===== src/hw/rtl/mbg_pkg.sv =====
package mbg_pkg;

	// Input opcodes.
	localparam logic [1:0] OPC_START = 2'd0;
	localparam logic [1:0] OPC_STEP  = 2'd1;
	localparam logic [1:0] OPC_READ  = 2'd2;

	// Result actions.
	localparam logic [2:0] ACT_STARTED  = 3'd0;
	localparam logic [2:0] ACT_CARVED   = 3'd1;
	localparam logic [2:0] ACT_BACKED   = 3'd2;
	localparam logic [2:0] ACT_COMPLETE = 3'd3;
	localparam logic [2:0] ACT_READ     = 3'd4;

	// Configuration register indexes.
	localparam int CFG_IDX_W = 1;
	localparam int CFG_DATA_W = 6;
	localparam logic [CFG_IDX_W-1:0] REG_GRID_WIDTH  = 1'd0;
	localparam logic [CFG_IDX_W-1:0] REG_GRID_HEIGHT = 1'd1;

	// Cell entry: bit 4 is the visited mark, bits 3:0 the open walls.
	localparam int VISITED_BIT = 4;

	// Width that holds any grid dimension and its neighbors' coordinates.
	localparam int DIM_W = 9;

	typedef enum logic [3:0] {
		OP_NONE,
		OP_CLR,
		OP_INIT,
		OP_SKIP,
		OP_RD_N,
		OP_RD_E,
		OP_RD_S,
		OP_RD_W,
		OP_RD_TOP,
		OP_SEL,
		OP_WR_NB,
		OP_WR_TOP,
		OP_POP_TOP,
		OP_RD_Q,
		OP_RD_DATA
	} dp_op_t;

	typedef struct packed {
		logic   latch;
		logic   emit;
		dp_op_t op;
	} dp_cmd_t;

	typedef struct packed {
		logic step_ok;
		logic has_cand;
		logic clr_last;
	} dp_status_t;

endpackage


===== src/hw/rtl/mbg_ctrl.sv =====
module mbg_ctrl import mbg_pkg::*; (
	input  logic       clk,
	input  logic       arst_n,
	input  logic       start,
	input  logic [1:0] opcode,
	input  dp_status_t status,
	output dp_cmd_t    cmd,
	output logic       busy
);

	typedef enum logic [3:0] {
		S_CLR, S_IDLE, S_INIT, S_SKIP, S_N, S_E, S_S, S_W, S_TOP,
		S_SEL, S_WNB, S_WTOP, S_POPW, S_RDQ, S_RDD, S_RESP
	} state_t;

	state_t state_q;
	logic init_q;

	always_ff @(posedge clk or negedge arst_n) begin
		if (!arst_n) begin
			state_q <= S_CLR;
			init_q <= 1'b0;
		end else begin
			case (state_q)
				S_CLR: begin
					if (status.clr_last) begin
						state_q <= init_q ? S_INIT : S_IDLE;
					end
				end
				S_IDLE: begin
					if (start) begin
						case (opcode)
							OPC_START: begin
								init_q <= 1'b1;
								state_q <= S_CLR;
							end
							OPC_STEP: state_q <= status.step_ok ? S_N : S_SKIP;
							OPC_READ: state_q <= S_RDQ;
							default: state_q <= S_IDLE;
						endcase
					end
				end
				S_INIT: state_q <= S_RESP;
				S_SKIP: state_q <= S_RESP;
				S_N: state_q <= S_E;
				S_E: state_q <= S_S;
				S_S: state_q <= S_W;
				S_W: state_q <= S_TOP;
				S_TOP: state_q <= S_SEL;
				S_SEL: state_q <= status.has_cand ? S_WNB : S_POPW;
				S_WNB: state_q <= S_WTOP;
				S_WTOP: state_q <= S_RESP;
				S_POPW: state_q <= S_RESP;
				S_RDQ: state_q <= S_RDD;
				S_RDD: state_q <= S_RESP;
				S_RESP: state_q <= S_IDLE;
				default: state_q <= S_IDLE;
			endcase
		end
	end

	always_comb begin
		cmd.latch = (state_q == S_IDLE) && start;
		cmd.emit = (state_q == S_RESP);
		case (state_q)
			S_CLR: cmd.op = OP_CLR;
			S_INIT: cmd.op = OP_INIT;
			S_SKIP: cmd.op = OP_SKIP;
			S_N: cmd.op = OP_RD_N;
			S_E: cmd.op = OP_RD_E;
			S_S: cmd.op = OP_RD_S;
			S_W: cmd.op = OP_RD_W;
			S_TOP: cmd.op = OP_RD_TOP;
			S_SEL: cmd.op = OP_SEL;
			S_WNB: cmd.op = OP_WR_NB;
			S_WTOP: cmd.op = OP_WR_TOP;
			S_POPW: cmd.op = OP_POP_TOP;
			S_RDQ: cmd.op = OP_RD_Q;
			S_RDD: cmd.op = OP_RD_DATA;
			default: cmd.op = OP_NONE;
		endcase
	end

	assign busy = (state_q != S_IDLE);

endmodule


===== config.mk =====
export PLATFORM = sky130hd
export DESIGN_NAME = mbg_ctrl
export DESIGN_NICKNAME = d
export VERILOG_FILES = /design/src/hw/rtl/mbg_pkg.sv /design/src/hw/rtl/mbg_ctrl.sv
export SDC_FILE = /design/constraint.sdc
export NUM_CORES = 1
export LEC_CHECK = 0
export BUFFER_PORTS_ARGS = -buffer_cell sky130_fd_sc_hd__buf_2
export CORE_AREA = 2 2 39 41
export CTS_CLUSTER_DIAMETER = 200
export DETAILED_ROUTE_END_ITERATION = 8
export DIE_AREA = 0 0 41 43
export GPL_ROUTABILITY_DRIVEN = 0
export PLACE_DENSITY = 0.7
export RECOVER_POWER = 25
export SETUP_SLACK_MARGIN = 0.15
export SLEW_MARGIN = 0
export SYNTH_ARGS = -nofsm -noshare
export SYNTH_HDL_FRONTEND = slang
export SYNTH_SLANG_ARGS = --single-unit

===== constraint.sdc =====
create_clock -name clk -period 2.75 [get_ports clk]
set_input_delay 0.275 -clock clk [delete_from_list [all_inputs] [get_ports clk]]
set_output_delay 0.275 -clock clk [all_outputs]
set_load 0.03 [all_outputs]

**Word level (Yosys, flattened, before mapping)**

Memories as Yosys holds them, arrays and structs flattened.
Index checks and enable logic that the tools add are counted.

- Input bits: 8
- Output and inout bits: 7
- Logic and storage cells: 36
- Memories: 1
- Memory bits (read-only): 64
- Register bits after elaboration: 5

- Multiplexer cells: 7
- Reductions and logical operators: 6
- Eq/ne operators: 20

Memory list:

| memory | words | bits a word | read ports | clocked after memory_dff | wr ports | line | source |
|---|---|---|---|---|---|---|---|
| (no name shown) | 16 | 4 | 1 | 0 | 0 | mbg_ctrl.sv:65 | `case (state_q)` |

Operator list:

| cell | count |
|---|---|
| one-hot mux 4 bit (12 select lines) | 1 |
| equality test 4 bit, second input constant | 8 |
| equality test 4 x 3 -> 1 bit, second input constant | 4 |
| one-hot mux 4 bit (3 select lines) | 1 |
| equality test 4 x 2 -> 1 bit, second input constant | 2 |
| two-way mux 4 bit | 2 |
| two-way mux 3 bit | 2 |
| OR reduction 5 bit | 1 |
| equality test 4 x 1 -> 1 bit, second input constant | 1 |
| logical NOT 4 bit | 1 |
| inequality test 2 bit, second input constant | 2 |
| inequality test 4 x 1 -> 1 bit, second input constant | 1 |
| AND reduction 3 bit | 1 |
| equality test 2 x 1 -> 1 bit, second input constant | 1 |
| equality test 2 bit, second input constant | 1 |
| logical NOT 2 bit | 1 |
| two-way mux 2 bit | 1 |
| AND reduction 2 bit | 1 |
| logical AND 1 bit | 1 |

**Logic depth before layout (Yosys ltp)**

- Depth after elaboration: 4
- Mapped depth: 8
- Depth with buffers taken out: 7

**Worst setup path before layout**

OpenSTA, ideal clock, no wires.

- Path kind: register -> output
- Start: reg state_q[1]
- End: out cmd[0] in the netlist's numbering
- Buffers on the path: 1
- Setup slack: 0.880 ns
- Arrival: 1.595 ns
- Cell stages (with the launch flop): 6
- Required time: 2.475 ns
- Path through: dfrtp_1 > inv_1 > ha_1 > buf_2 > nor2_1 > a211oi_1

RTL lines:

| what | line | source |
|---|---|---|
| from (decl) | mbg_ctrl.sv:16 | `state_t state_q;` |
| from (signal assigned) | mbg_ctrl.sv:27 | `state_q <= init_q ? S_INIT : S_IDLE;` |
| from (signal assigned) | mbg_ctrl.sv:37 | `OPC_STEP: state_q <= status.step_ok ? S_N : S_SKIP;` |
| from (signal assigned) | mbg_ctrl.sv:50 | `S_SEL: state_q <= status.has_cand ? S_WNB : S_POPW;` |
| to (decl) | mbg_ctrl.sv:7 | `output dp_cmd_t cmd,` |

==> results.md <==
- Rows: 14
- Max-slew violations: 0
- Worst r2r src: state_q[1]$_DFFE_PN0P_
- Critical path data required time: around 2.5 ns
- M1 WL: 552 um
- Final hold viol count: 0
- CP Class: flop to output port
- Grt total ovfl: 0
- Total power after layout: slightly above 900 uW
- DRC: 0
- CP max FO: 10
- Most frequent cells in the layout: 13 x buf_2, 8 x nor2_1, 7 x o21ai_0
- Mapped Nets: 86
- Setup Viol. Count Final: 0
- Detail Route Antenna Nets: 0
- Routed vias: 572
- Maximum clock path buffer count: 2
- Starting density of the core: 40.1%
- Max_slew headroom: around 74%
- Most used DFF post-synth: dfrtp_1
- DR WL met3: 69 um
- Worst-margin pin slew: just under 0.4 ns
- Vias in the first global route: 478
- Post-CTS Repair Setup Buffers: 0
- CP Capture Type: output port
- Min-delay worst type: input port to flop
- # resized after CTS: 0
- Drt first pass iters: 4
- Detailed Route Iter0 Violations: 13
- Setup ws final: approximately 0.8 ns
- Post-synthesis register bit count: 5
- CTS sink count: 5
- Metal2 WL: a little over 600 um
- RR Endpoint: state_q[1]$_DFFE_PN0P_
- Clk slew on worst S/H paths: 0.05 ns
- Setup TNS: 0 ns
- Unrepaired setup endpoints after global routing: false
- Mapped Cells: 73
- Cts bufs inserted: 3
- TritonCTS clock tree: yes
- Post-DP HPWL: roughly 950 um
- # fillers: roughly 140
- Placed Cells: 99
- Full die area: 1760 um2
- First-pass GRT wire length: between 2 and 2.5 mm
- H-tree depth: 1
- Port bufs: 14
- Yosys warns: 0
- Final Non-Filler Cells: 104
- Nets: between 100 and 150
- Share of flip-flops with an asynchronous set or reset: 100%
- Critical Path AT: 1.68 ns
- Power density over the cells: 1390 nW/um2
- Wire per inst: 12.2 um
- Total of max-cap violations: 0
- Worst R2R Path Depth: 6
- Sequential area share after synthesis: 22.6%
- Post-synth EDFFs: 0
- Clk_lat worst skew: 0.26 ns
- Synthesized area per cell: 7.59 um2
- Final WL: 1.27 mm
- Peak VDD IR: 0.000496 V
- Outcome: completed
- CP startpoint kind: flop
- Largest net degree at the start of global routing: 16
- Initial antenna violation count: 0
- Final Skew: 0.0101 ns
- F_max: 511 MHz
- Fin crit share: 71.2%
- Vias per cell: 5.50
- Chip Height: 43 um
- DR top layer: met4
- Flop2flop setup slack: 0.89 ns
- Yosys cell types: 30
- Width of the die: between 40 and 50 um
- Area growth syn-to-layout: 19.2%
- Commonest non-fill, non-tap cell in the layout: buf_2
- IO Pins: 15
- Hold depth: 3
- Hold Crit Endpoint: init_q$_DFFE_PN0P_
- Cell Area, Synth: 554 um2
- Antenna diode count: 0
- CTS Hold Buffers Added: 1
- Leakage power: 0.000315 uW
- Hold_sp: opcode[0]
- Root Buffer: clkbuf_4
- Total core area: 1380 um2
- Post-place setup slack: between 0.9 and 1 ns
- Multi-input logic area: 392 um2
- Min Clock Period, post-route: 1.96 ns
- Register area: around 130 um2
- GRT Util Overall: 17.6%
- WHS: 0.385 ns
- Layout cells sized above 1: 22.7%
==> kinds of logic (layout without fill, tap and decap cells) <==
logic type | after synthesis | in the layout | synth area share, %
fa+ha+maj | 5 | 5 | 11.3
buf+inv | 9 | 24 | 6.77
mux | 1 | 1 | 2.03
simple gates | 28 | 28 | 28.2
compound gates | 25 | 25 | 29.1
flops | 5 | 5 | 22.6
==> per-stage QoR <==
stage,utilization (%),area [um2]
after floorplan,-,554
after global placement,45.2,626
after detailed placement,45.2,626
after CTS,47.8,662
after global routing,47.7,661
final,47.7,661
==> synthesized netlist by cell type (all sizes together) (2+ instances only) <==
cell	instances	area share [%]
a21boi	2	2.7
a21o	3	4.1
a21oi	5	4.5
a31oi	2	2.3
and3	2	2.3
buf	3	2.7
dfrtp	5	23
ha	5	11
inv	5	3.4
nand2	4	3.2
nor2	9	6.5
nor2b	3	3.4
nor3	3	2.7
o21ai	7	6.3
o22ai	2	3.4
or2b	2	2.7
==> sequential cells by signal, summed over array words and instances (netlist names) <==
register,flops
init_q,1
state_q,4
==> metal layers <==
metal / GRT usage, % / vias up
met1: 23.2 / 258
li1: - / 292
met3: 6.28 / 2
met4: 6.67 / 0
met5: 0 / -
met2: 25.3 / 20
==> area by class of cell <==
| type | count | area share [%] |
|---|---|---|
| Tap cell | 16 | 3.03 |
| Sequential cell | 5 | 18.9 |
| Clock buffer | 4 | 3.98 |
| Timing Repair Buffer | 15 | 11.9 |
| Inverter | 5 | 2.84 |
| Multi-Input combinational cell | 59 | 59.3 |
==> report_power, final <==
part	internal, uW	total (uW)	switching, uW
combinational	249	635	386
clock	55.3	91.4	36.2
sequential	114	190	75.9
==> worst max-delay path by stage <==
stage                           startpoint                     end  slack [ns]
finish              state_q[1]$_DFFE_PN0P_                  cmd[0]        0.79
global placement    state_q[1]$_DFFE_PN0P_  state_q[1]$_DFFE_PN0P_        1.00
CTS                 state_q[1]$_DFFE_PN0P_                  cmd[0]        0.79
global route        state_q[1]$_DFFE_PN0P_                  cmd[0]        0.66
floorplan           state_q[1]$_DFFE_PN0P_                  cmd[0]        0.88
detailed placement  state_q[1]$_DFFE_PN0P_  state_q[1]$_DFFE_PN0P_        0.92
==> critical path: stages (launching register included) <==
cell	delay, ns
dfrtp_1	0.42
inv_1	0.13
ha_1	0.37
nor2_1	0.09
a211oi_1	0.17
buf_2	0.23
(Power assumes the default switching activity.)
